`src/rtl/core/pve_pkg.sv`:
```
// Package with the types and constants of the prefix varint encoder.
`default_nettype none

package pve_pkg;

	localparam int BYTE_W    = 8;
	localparam int GROUP_W   = 7;
	localparam int VALUE_W   = 64;
	localparam int MAX_BYTES = 9;
	localparam int SEQ_W     = MAX_BYTES * BYTE_W;
	localparam int CNT_W     = $clog2(MAX_BYTES + 1);

	typedef struct packed {
		logic [SEQ_W-1:0] seq;
		logic [CNT_W-1:0] nbytes;
	} enc_t;

endpackage

`default_nettype wire

```
`src/rtl/core/prefix_varint_encoder_unit.sv`:
```
// Top level of the prefix varint encoder with optional zigzag mapping.
// Usage:
//   The value channel (value_valid, value_ready, func, value) takes one 64-bit
//   value per beat; func high zigzag maps it as a signed number first.
//   The byte channel (byte_valid, byte_ready, out_byte, last_byte) gives the
//   encoding one byte per beat, header first, with last_byte high on the
//   final byte of each value.
//   A value accepted is held in the input register, then moves into the
//   output shift register, from which its first byte can be taken.
//   A value needs from one to nine byte beats; the single byte-wide output
//   shift register gives them out one byte at a time.
//   The next value is accepted while the current one is still shifting out,
//   so bytes leave back to back at one per cycle when the receiver is ready.
//   When the receiver stalls, the current byte holds, the input register
//   fills and value_ready drops until the shift register frees up.
//   Reset clears both valid flags; no bytes are pending after reset.
`default_nettype none

module prefix_varint_encoder_unit (
	input  logic                          clk,
	input  logic                          arst_n,
	input  logic                          value_valid,
	output logic                          value_ready,
	input  logic                          func,
	input  logic [pve_pkg::VALUE_W-1:0]   value,
	output logic                          byte_valid,
	input  logic                          byte_ready,
	output logic [pve_pkg::BYTE_W-1:0]    out_byte,
	output logic                          last_byte
);
	import pve_pkg::*;

	logic               valid_s1;
	logic               func_s1;
	logic [VALUE_W-1:0] value_s1;
	logic               valid_s2;
	logic [SEQ_W-1:0]   seq_s2;
	logic [CNT_W-1:0]   cnt_s2;
	enc_t               enc;
	logic               load_s2;
	logic               out_beat;

	pve_encode u_encode (
		.func  (func_s1),
		.value (value_s1),
		.enc   (enc)
	);

	assign out_beat    = valid_s2 && byte_ready;
	assign load_s2     = valid_s1 && (!valid_s2 || (out_beat && last_byte));
	assign value_ready = !valid_s1 || load_s2;

	always_ff @(posedge clk or negedge arst_n) begin
		if (!arst_n) begin
			valid_s1 <= 1'b0;
			valid_s2 <= 1'b0;
			cnt_s2   <= '0;
		end else begin
			if (value_ready) begin
				valid_s1 <= value_valid;
			end
			if (load_s2) begin
				valid_s2 <= 1'b1;
				cnt_s2   <= enc.nbytes;
			end else if (out_beat) begin
				if (last_byte) begin
					valid_s2 <= 1'b0;
				end
				cnt_s2 <= cnt_s2 - CNT_W'(1);
			end
		end
	end

	always_ff @(posedge clk) begin
		if (value_valid && value_ready) begin
			func_s1  <= func;
			value_s1 <= value;
		end
		if (load_s2) begin
			seq_s2 <= enc.seq;
		end else if (out_beat) begin
			seq_s2 <= seq_s2 << BYTE_W;
		end
	end

	assign byte_valid = valid_s2;
	assign out_byte   = seq_s2[SEQ_W-1 -: BYTE_W];
	assign last_byte  = (cnt_s2 == CNT_W'(1));

endmodule

`default_nettype wire

```
`src/rtl/core/pve_encode.sv`:
```
// Combinational encoder: optional zigzag map, byte count and the left-aligned byte sequence.
`default_nettype none

module pve_encode (
	input  logic                          func,
	input  logic [pve_pkg::VALUE_W-1:0]   value,
	output pve_pkg::enc_t                 enc
);
	import pve_pkg::*;

	logic [VALUE_W-1:0]   mag;
	logic [VALUE_W-1:0]   v;
	logic [MAX_BYTES-2:0] big;
	logic [CNT_W-1:0]     n;
	logic [CNT_W-1:0]     top_sh;
	logic [CNT_W-1:0]     rest_sh;
	logic [BYTE_W-1:0]    ones;
	logic [BYTE_W-1:0]    mask;
	logic [BYTE_W-1:0]    header;
	logic [VALUE_W-1:0]   rest;
	logic [VALUE_W-1:0]   tail;

	// Zigzag: sign to bit 0, one's-complement magnitude above it.
	assign mag = value[VALUE_W-1] ? ~value : value;
	assign v   = func ? {mag[VALUE_W-2:0], value[VALUE_W-1]} : value;

	always_comb begin
		for (int k = 1; k < MAX_BYTES; k++) begin
			big[k-1] = |(v >> (GROUP_W * k));
		end
	end

	assign n       = CNT_W'(1) + CNT_W'($countones(big));
	assign top_sh  = CNT_W'(MAX_BYTES) - n;
	assign rest_sh = (n <= CNT_W'(BYTE_W)) ? (CNT_W'(BYTE_W) - n) : '0;
	assign ones    = {BYTE_W{1'b1}} << top_sh;
	assign mask    = {BYTE_W{1'b1}} >> n;
	assign header  = (v[BYTE_W-1:0] & mask) | ones;
	assign rest    = v >> rest_sh;
	assign tail    = rest << {top_sh, 3'b000};

	assign enc.seq    = {header, tail};
	assign enc.nbytes = n;

endmodule

`default_nettype wire

```
`config.mk`:
```
export PLATFORM = sky130hd
export DESIGN_NAME = prefix_varint_encoder_unit
export DESIGN_NICKNAME = d
export VERILOG_FILES = /design/src/rtl/core/pve_pkg.sv /design/src/rtl/core/prefix_varint_encoder_unit.sv /design/src/rtl/core/pve_encode.sv
export SDC_FILE = /design/constraint.sdc
export NUM_CORES = 1
export LEC_CHECK = 0
export ABC_AREA = 1
export BUFFER_PORTS_ARGS = -buffer_cell sky130_fd_sc_hd__buf_2
export CORE_ASPECT_RATIO = 1.2
export CORE_MARGIN = 5
export CORE_UTILIZATION = 51
export DETAILED_ROUTE_END_ITERATION = 10
export PLACE_DENSITY_LB_ADDON = 0.25
export SLEW_MARGIN = 20
export SYNTH_ARGS = -nofsm -noshare
export SYNTH_HDL_FRONTEND = slang
export SYNTH_SLANG_ARGS = --single-unit
```
`constraint.sdc`:
```
create_clock -name clk -period 7.8 [get_ports clk]
set_input_delay 1.17 -clock clk [delete_from_list [all_inputs] [get_ports clk]]
set_output_delay 1.17 -clock clk [all_outputs]
set_load 0.01 [all_outputs]
```
Word level (Yosys, flattened, before mapping):

Index checks and enable logic that the tools add are counted.

* register bits after elaboration: 143
* bits of input ports: 69
* output and inout bits: 11
* logic and storage cells: 55

* $add $sub $neg: 11
* magnitude comparators: 1
* equal/unequal tests: 1
* shift operators: 4
* muxes and demuxes: 10
* bitwise logic cells: 3
* reduce and logical (&&, ||, !) cells: 19

Operator list (number)
* 72-bit two-way mux: 2
* 64-bit two-way mux: 1
* 64-bit by 7-bit left shift with 64-bit output: 1
* 64-bit by 4-bit >> shifter with 64-bit output: 1
* 63-bit two-way mux: 1
* 63-bit inverter: 1
* 57-bit OR reduction: 1
* 50-bit OR reduction: 1
* 43-bit OR reduction: 1
* 36-bit OR reduction: 1
* 29-bit OR reduction: 1
* 22-bit OR reduction: 1
* 15-bit OR reduction: 1
* 4-bit adder: 3
* 4-bit two-way mux: 3
* 1-bit by 1-bit adder with 2-bit output: 4
* 8-bit bitwise AND: 1
* 8-bit bitwise OR: 1
* 8-bit OR reduction: 1
* 8-bit by 4-bit left shift with 8-bit output, first input constant: 1
* 8-bit by 4-bit >> shifter with 8-bit output, first input constant: 1
* 4-bit subtractor, first input constant: 2
* 2-bit by 4-bit adder with 4-bit output, first input constant: 1
* 4-bit by 1-bit == test with 1-bit output, second input constant: 1
* other kinds (8): 16

Depth between registers and ports, before layout:

Gate-level depths: netlist (run 1).

* word-level depth: 13
* gate-level depth with buffers: 37
* depth with buffers taken out: 33

Cells and area by module:

From an unflattened synthesis (run 1), not the netlist that was laid out.

* cells, all modules: 2238
* area, all modules: 13800.7 um2

By module, submodules not included
* pve_encode: times used 1, cells each 1810, area an instance 8244.2 um2, sequential area each 0.0 um2
* prefix_varint_encoder_unit: times used 1, cells each 428, area an instance 5556.6 um2, sequential area each 4264.1 um2

Least setup slack after synthesis (run 1):

OpenSTA, ideal clock, no wires.

* kind: register to register
* start: reg value_s1[63]
* end: reg seq_s2[47], data pin
* setup time: 0.252 ns
* arrival time: 5.382 ns
* data required time: 7.548 ns
* path slack: 2.166 ns
* stages on the path, launching flop included: 31
* path buffers: 5
* period minus slack after synthesis: 5.634 ns
* path through: edfxtp_1 -> inv_2 -> clkbuf_1 -> nand2_1 -> nand3_1 -> nand3_1 -> nor2_1 -> inv_1 -> nor3_2 -> nand4_1 -> nor2_1 -> nand3_1 -> ha_1 -> fa_1 -> fa_1 -> ha_1 -> inv_1 -> clkbuf_1 -> buf_2 -> ha_1 -> ha_1 -> nand2_1 -> buf_2 -> buf_1 -> nand3_1 -> nand3_1 -> nand3_1 -> nand3_1 -> nand3_1 -> nand2_1 -> nand2_1

* cells in the longest elaborated chain, start to end: 12
* elaborated cells on any way between the ends: 25
* those cells by class: add/sub: 10; order compare: 1; shift: 2; mux: 4; reduce/logical: 8

Ends and longest elaborated chain
* from (decl): line prefix_varint_encoder_unit.sv:35 `logic [VALUE_W-1:0] value_s1;`
* from (signal assigned): line prefix_varint_encoder_unit.sv:77 `value_s1 <= value;`
* 63-bit two-way mux: line pve_encode.sv:24 `assign mag = value[VALUE_W-1] ? ~value : value;`
* 64-bit two-way mux (*): line pve_encode.sv:25 `assign v = func ? {mag[VALUE_W-2:0], value[VALUE_W-1]} : value;`
* 57-bit OR reduction, or another cell as far along: line pve_encode.sv:29 `big[k-1] = |(v >> (GROUP_W * k));`
* 1-bit by 1-bit adder with 2-bit output (implied by the code): line pve_encode.sv:33 `assign n = CNT_W'(1) + CNT_W'($countones(big));`
* 4-bit adder (implied by the code) (2 in a row): line pve_encode.sv:33
* 2-bit by 4-bit adder with 4-bit output: line pve_encode.sv:33
* 4-bit subtractor or 4-bit less-or-equal comparator (tied branches): line pve_encode.sv:35 `assign rest_sh = (n <= CNT_W'(BYTE_W)) ? (CNT_W'(BYTE_W) - n) : '0;`
* 4-bit two-way mux: line pve_encode.sv:35
* 64-bit by 4-bit >> shifter with 64-bit output: line pve_encode.sv:39 `assign rest = v >> rest_sh;`
* 64-bit by 7-bit left shift with 64-bit output (*): line pve_encode.sv:40 `assign tail = rest << {top_sh, 3'b000};`
* 72-bit two-way mux (*): line prefix_varint_encoder_unit.sv:79 `if (load_s2) begin`
* to (signal assigned): line prefix_varint_encoder_unit.sv:80 `seq_s2 <= enc.seq;`
* to (signal assigned): line prefix_varint_encoder_unit.sv:82 `seq_s2 <= seq_s2 << BYTE_W;`
* to (decl): line prefix_varint_encoder_unit.sv:37 `logic [SEQ_W-1:0] seq_s2;`

Every way passes the cells marked *; elsewhere a longest branch is shown, timed or not.
A chain may end at the register's enable or synchronous reset.

Worst setup path after layout (run 1):

* start: reg value_s1[63]
* end: reg seq_s2[63], data pin

The elaborated chain is that of the path after synthesis.

==> results of run 1 <==
[cell usage in the layout (no fill, tap or decap), types with 6 or more instances in the layout]
cell and instances:
nand3_1 742, nand2_1 589, edfxtp_1 137, inv_1 90
buf_2 79, nor2_1 32, nand4_1 21, buf_4 21
nor3_1 18, ha_1 18, clkbuf_16 17, inv_2 11
o21ai_0 10, a21oi_1 8, o21ai_1 7, nor4_1 6
dfrtp_1 6
[kinds of logic (layout without fill, tap and decap cells)]
kind of cell,count (synthesis),count (layout),share of synthesized area
buffers and inverters,233,237,0.08737
adder cells (fa/ha/maj),23,23,0.02563
AO/OA/AOI/OAI,44,44,0.02381
XOR/XNOR,2,2,0.001413
AND/OR/NAND/NOR,1422,1422,0.5180
flip-flops,143,143,0.3438
[per-layer routing]
metal | track usage | share of wire | vias up
met4 | 0.1108 | 0.035 | 0
met2 | 0.4493 | 0.43 | 691
met3 | 0.04929 | 0.084 | 98
li1 | - | - | 6414
met5 | 0 | 0 | -
met1 | 0.4624 | 0.45 | 6074
[critical path: cells and delay by family (launching register included)]
family | cells | cell delay [ns]
flip-flops | 1 | 0.39
buffers and inverters | 5 | 1.35
adder cells (fa/ha/maj) | 5 | 2.07
AND/OR/NAND/NOR | 18 | 3.03
[flip-flops by register name (all words and copies together), names as in the netlist]
| name | cells |
|---|---|
| valid_s1 | 1 |
| func_s1 | 1 |
| value_s1 | 64 |
| cnt_s2 | 4 |
| byte_valid | 1 |
| seq_s2 | 72 |
[power by group]
part,leakage [uW],switching [uW],internal [uW]
Clock,0.000309,347,566
Combinational,0.00446,1060,437
Sequential,0.00138,75.4,1060
Total,0.00615,1490,2070
[metrics by stage]
step	setup slack, ns	area (sq um)	instances
after floorplan	2.166	12400	1867
after global placement	0.7582	12750	2160
after detailed placement	0.7709	12750	2160
after CTS	0.7560	13390	2191
after global routing	0.01257	13390	2191
final	0.6293	13390	2191
[layout make-up]
class / count / share of cell area
tap: 320 / 0.02990
clock buffer: 17 / 0.03177
sequential: 143 / 0.3184
clock inverter: 14 / 0.01607
timing repair buffer: 103 / 0.04579
multi-input combinational: 1491 / 0.5292
inverter: 103 / 0.02887
[worst min path at each step]
| stage | start | end | slack (ns) | cells past startpoint |
|---|---|---|---|---|
| final | seq_s2[11] | seq_s2[19] | 0.52 | 2 |
| after global routing | seq_s2[6] | seq_s2[14] | 0.54 | 2 |
| after CTS | seq_s2[11] | seq_s2[19] | 0.53 | 2 |
| after detailed placement | seq_s2[13] | seq_s2[21] | 0.51 | 2 |
| after global placement | seq_s2[26] | seq_s2[34] | 0.50 | 2 |
| after floorplan | valid_s1 | byte_valid | 0.49 | 2 |
==> out/metrics.yaml, run 1 <==
global_routing:
  grt_usage: 0.3083
  grt_max_degree: 81
  gr-total-overflow: 0
  grt_pass1_vias: 11900
  antenna_found_initial: 0
  grt_pass1_wl_mm: 67.86
clock_network:
  clkTransAtPathRegs_ns: 0.06
  clockBufferDepth: 2
  htreeDepth: 4
  ctsHoldBuffers: 0
  clk_latency_ns: 0.45
  cts_buffers: 17
  cts.repair.resized: 0
  numClockSinks: 143
  cts_setup_buffers: 0
  tritoncts: "yes"
  cts_root_buf: "clkbuf_16"
sta:
  maxSlewHeadroom: 0.3475
  finalCritPeriodShare: 0.9193
  worst_pin_slew_ns: 0.9787
  rsz0062_at_grt: "false"
  fin_hold_ws_ns: 0.5227
  hold_violations: 0
  setup-violations-final: 0
  fmax_ghz: 0.1395
  slew_viol_final: 0
  fin_crit_ns: 7.171
  fin_setup_tns_ns: 0
  fin_skew_ns: 0.01244
worst_setup_path:
  crit_start: "value_s1[63]"
  ff2ff_path_depth: 28
  cp.required_ns: 7.99
  crit_type: "reg2reg"
  critPathCapture: "seq_s2[63]"
  rr_endpoint: "seq_s2[63]"
  cp_max_fo: 60
  critPathMostFrequentCell: "nand3_1"
  max_stage_delay_ns: 0.69
  end_kind: "flip-flop"
  crit_slowest_cell: "fa_1"
  cp_data_arrival_time_ns: 7.36
  ff2ff_setup_slack_ns: 0.63
  r2r_start: "value_s1[63]"
  critPathLaunchType: "flip-flop"
finish:
  fin_util: 0.5586
  final_layout_size_suffix_gt1_frac: 0.08979
  syn_to_final_growth_pct: 7.970
  layout.nets: 1951
  diodes: 0
  num-fill-cells: 2414
  multi_input_area_sq_um: 7086
  regArea_sq_um: 4264
synth:
  synth-seq-cells: 143
  ys_top_cells_by_area: "edfxtp_1 (33%), nand3_1 (30%), nand2_1 (18%)"
  synth_top_cell_by_area: "edfxtp_1"
  ys_warn_count: 0
  yosysSeqAreaShare: 0.3438
  syn_nets: 1959
  yosys-top-cells-count: "nand3_1 (742), nand2_1 (590), edfxtp_1 (137)"
  synth_flop_cell: "edfxtp_1"
  yosysUniqueCellTypes: 40
  synth_cells: 1867
  synth_top_cell_area_share: 0.3317
  async_reset_ff_frac: 0.04196
  yosysMostFrequentCell: "nand3_1"
  avgSynthCellArea_sq_um: 6.643
  synth_edf_count: 137
  synth.cell_area_sq_um: 12400
drt:
  drt-initial-drc-count: 1941
  wl_per_cell_microns: 19.57
  antenna_left: 0
  via_per_inst: 6.060
  dr.pass1.iters: 10
  drc_errors: 0
  num_vias: 13280
  finalWirelength_mm: 42.87
power:
  ir_drop_mv: 0.1449
  finalPower_uw: 3553
  p_per_area_nw_per_um2: 265.3
  p_leak_uw: 0.006146
status:
  status: "finished, final reports clean"
place:
  hpwl_mm: 32.24
  place.port_buffers: 79
  gp_congestion: 1.015
die:
  dieArea_sq_um: 27550
  die_width_microns: 152.4
  io_pins: 80
  row_count: 62
  coreArea_sq_um: 23970
  start_util: 0.5174
  die_h_microns: 180.8
flow_run:
  maxCapViolations: 0
hold_path:
  hp-class: "reg2reg"
(Power assumes the default switching activity.)
==> inputs of run 2 (changes only) <==
- CELL_PAD_IN_SITES_DETAIL_PLACEMENT: unset -> 1
- CELL_PAD_IN_SITES_GLOBAL_PLACEMENT: unset -> 1
- CORE_UTILIZATION: 51 -> 45
==> run 2 against run 1 <==
Effect of this change: routed wire length grew 12%; critical path depth shrank 7; clock-buffer cell count is the same; sequential power is essentially flat; final cell count grew 1.1%; core utilization shrank 6.3 points; die area grew 12%; sequential share of layout area shrank 0.16 points; clock power is essentially flat; fmax shrank 1.0%; register-to-register slack lost 0.07 ns; largest power group unchanged; highest routed layer unchanged.
==> out/metrics.yaml, run 2 (synthesized netlist as in run 1, its figures left out) <==
place:
  placed_area_sq_um: 12830
  dp_cells: 2184
  dpl_worst_slack_ns: 0.7635
  place.port_buffers: 79
  gp_congestion: 0.9580
  hpwl_mm: 36.48
clock_network:
  numClockSinks: 143
  htreeDepth: 4
  clkTransAtPathRegs_ns: 0.07
  clockBufferDepth: 2
  clk_latency_ns: 0.45
  ctsHoldBuffers: 0
  cts_setup_buffers: 0
  tritoncts: "yes"
  cts_buffers: 17
  cts_root_buf: "clkbuf_16"
  cts.repair.resized: 0
global_routing:
  antenna_found_initial: 0
  grt_pass1_vias: 13160
  grt_max_degree: 81
  grt_usage: 0.3070
  gr-total-overflow: 0
  grt_pass1_wl_mm: 74.99
worst_setup_path:
  crit_slowest_cell: "nor2_2"
  cp_data_arrival_time_ns: 7.55
  cp_max_fo: 34
  critPathMostFrequentCell: "nand3_1"
  path_cells: "inv_2 -> buf_4 -> nand2_1 -> nand3_1 -> nor2_1 -> inv_1 -> nor3_2 -> nand3_1 -> nor3_1 -> nand2_1 -> ha_1 -> fa_1 -> fa_1 -> ha_2 -> inv_1 -> fa_1 -> ha_1 -> clkinv_1 -> nor2_2 -> nand3_1 -> nand3_1"
  end_kind: "flip-flop"
  cp.required_ns: 8.11
  crit_type: "reg2reg"
  crit_buf_inv: 5
  max_stage_delay_ns: 0.85
  crit_family: "adder cells"
  critPathLaunchType: "flip-flop"
power:
  p_leak_uw: 0.006167
  finalPower_uw: 3608
  ir_drop_mv: 0.1620
  p_per_area_nw_per_um2: 268.1
finish:
  final_layout_size_suffix_gt1_frac: 0.09173
  top_register: "seq_s2"
  diodes: 0
  largest_reg_flops: 72
  finalInstanceArea_sq_um: 13460
  layout.nets: 1955
  syn_to_final_growth_pct: 8.515
  final_cell_mix: "nand3_1 (742), nand2_1 (589), edfxtp_1 (137)"
  top_regs: "seq_s2 x72, value_s1 x64, cnt_s2 x4"
  layout.cells.most_common: "nand3_1"
  final_cell_count_no_fill: 2215
sta:
  hold_violations: 0
  fin_ws_ns: 0.5565
  fin_skew_ns: 0.008686
  fmax_ghz: 0.1381
  fin_setup_tns_ns: 0
  slew_viol_final: 0
  fin_crit_ns: 7.243
  worst_pin_slew_ns: 0.9838
  setup-violations-final: 0
  rsz0062_at_grt: "false"
  maxSlewHeadroom: 0.3441
  finalCritPeriodShare: 0.9287
die:
  die_h_microns: 191.9
  dieArea_sq_um: 30990
  die_width_microns: 161.5
  coreArea_sq_um: 27170
  row_count: 66
  io_pins: 80
  start_util: 0.4565
drt:
  drc_errors: 0
  num_vias: 13570
  drt-initial-drc-count: 1220
  via_per_inst: 6.128
  antenna_left: 0
  dr.pass1.iters: 5
  finalWirelength_mm: 47.84
  wl_per_cell_microns: 21.60
status:
  status: "finished, final reports clean"
flow_run:
  maxCapViolations: 0
hold_path:
  hp-class: "reg2reg"
[run 2: cell count changes in the layout (fill, tap and decap cells not counted), moves of 2 or more]
cell	previous run	this run
buf_12	3	5
buf_4	21	23
clkinv_2	3	1
inv_6	2	7
[run 2: worst paths after layout]
kind,start,to,slack [ns],cells past startpoint
worst max-delay path,func_s1,seq_s2[50],0.56,21
min in group asynchronous,arst_n,valid_s1,0.54,1
worst max register to register,func_s1,seq_s2[50],0.56,21
worst min register to register,seq_s2[8],seq_s2[16],0.53,2
max in group asynchronous,arst_n,cnt_s2[2],7.10,1
worst min-delay path,seq_s2[8],seq_s2[16],0.53,2
[run 2: layer usage]
layer	wire [microns]	global-route usage	part of all wire
met1	22090	0.4405	0.46
met5	0	0	0
met3	2342	0.02189	0.049
met4	1881	0.1287	0.039
met2	21530	0.4811	0.45
[run 2: power breakdown]
part,internal [uW],switching [uW]
logic,440,1110
clock network,540,372
registers,1060,80.6
total,2040,1570
[run 2: cell type report]
type,instances,area (sq um)
fill,3637,13710
multi-input combinational,1491,7086
sequential,143,4264
timing repair buffer,107,668.1
clock buffer,17,425.4
tap,340,425.4
inverter,103,386.6
clock inverter,14,202.7
[run 2: tightest hold or removal path: stages (launching register included)]
cell and delay [ns]:
edfxtp_1 0.32, nand2_1 0.05, nand2_1 0.05
[run 2: per-stage QoR]
step                      hold WS (ns)    util
after detailed placement        0.5138  0.4722
after global placement          0.4997  0.4722
after global routing            0.5537  0.4953
after floorplan                 0.4915       -
after CTS                       0.5338  0.4953
final                           0.5304  0.4953
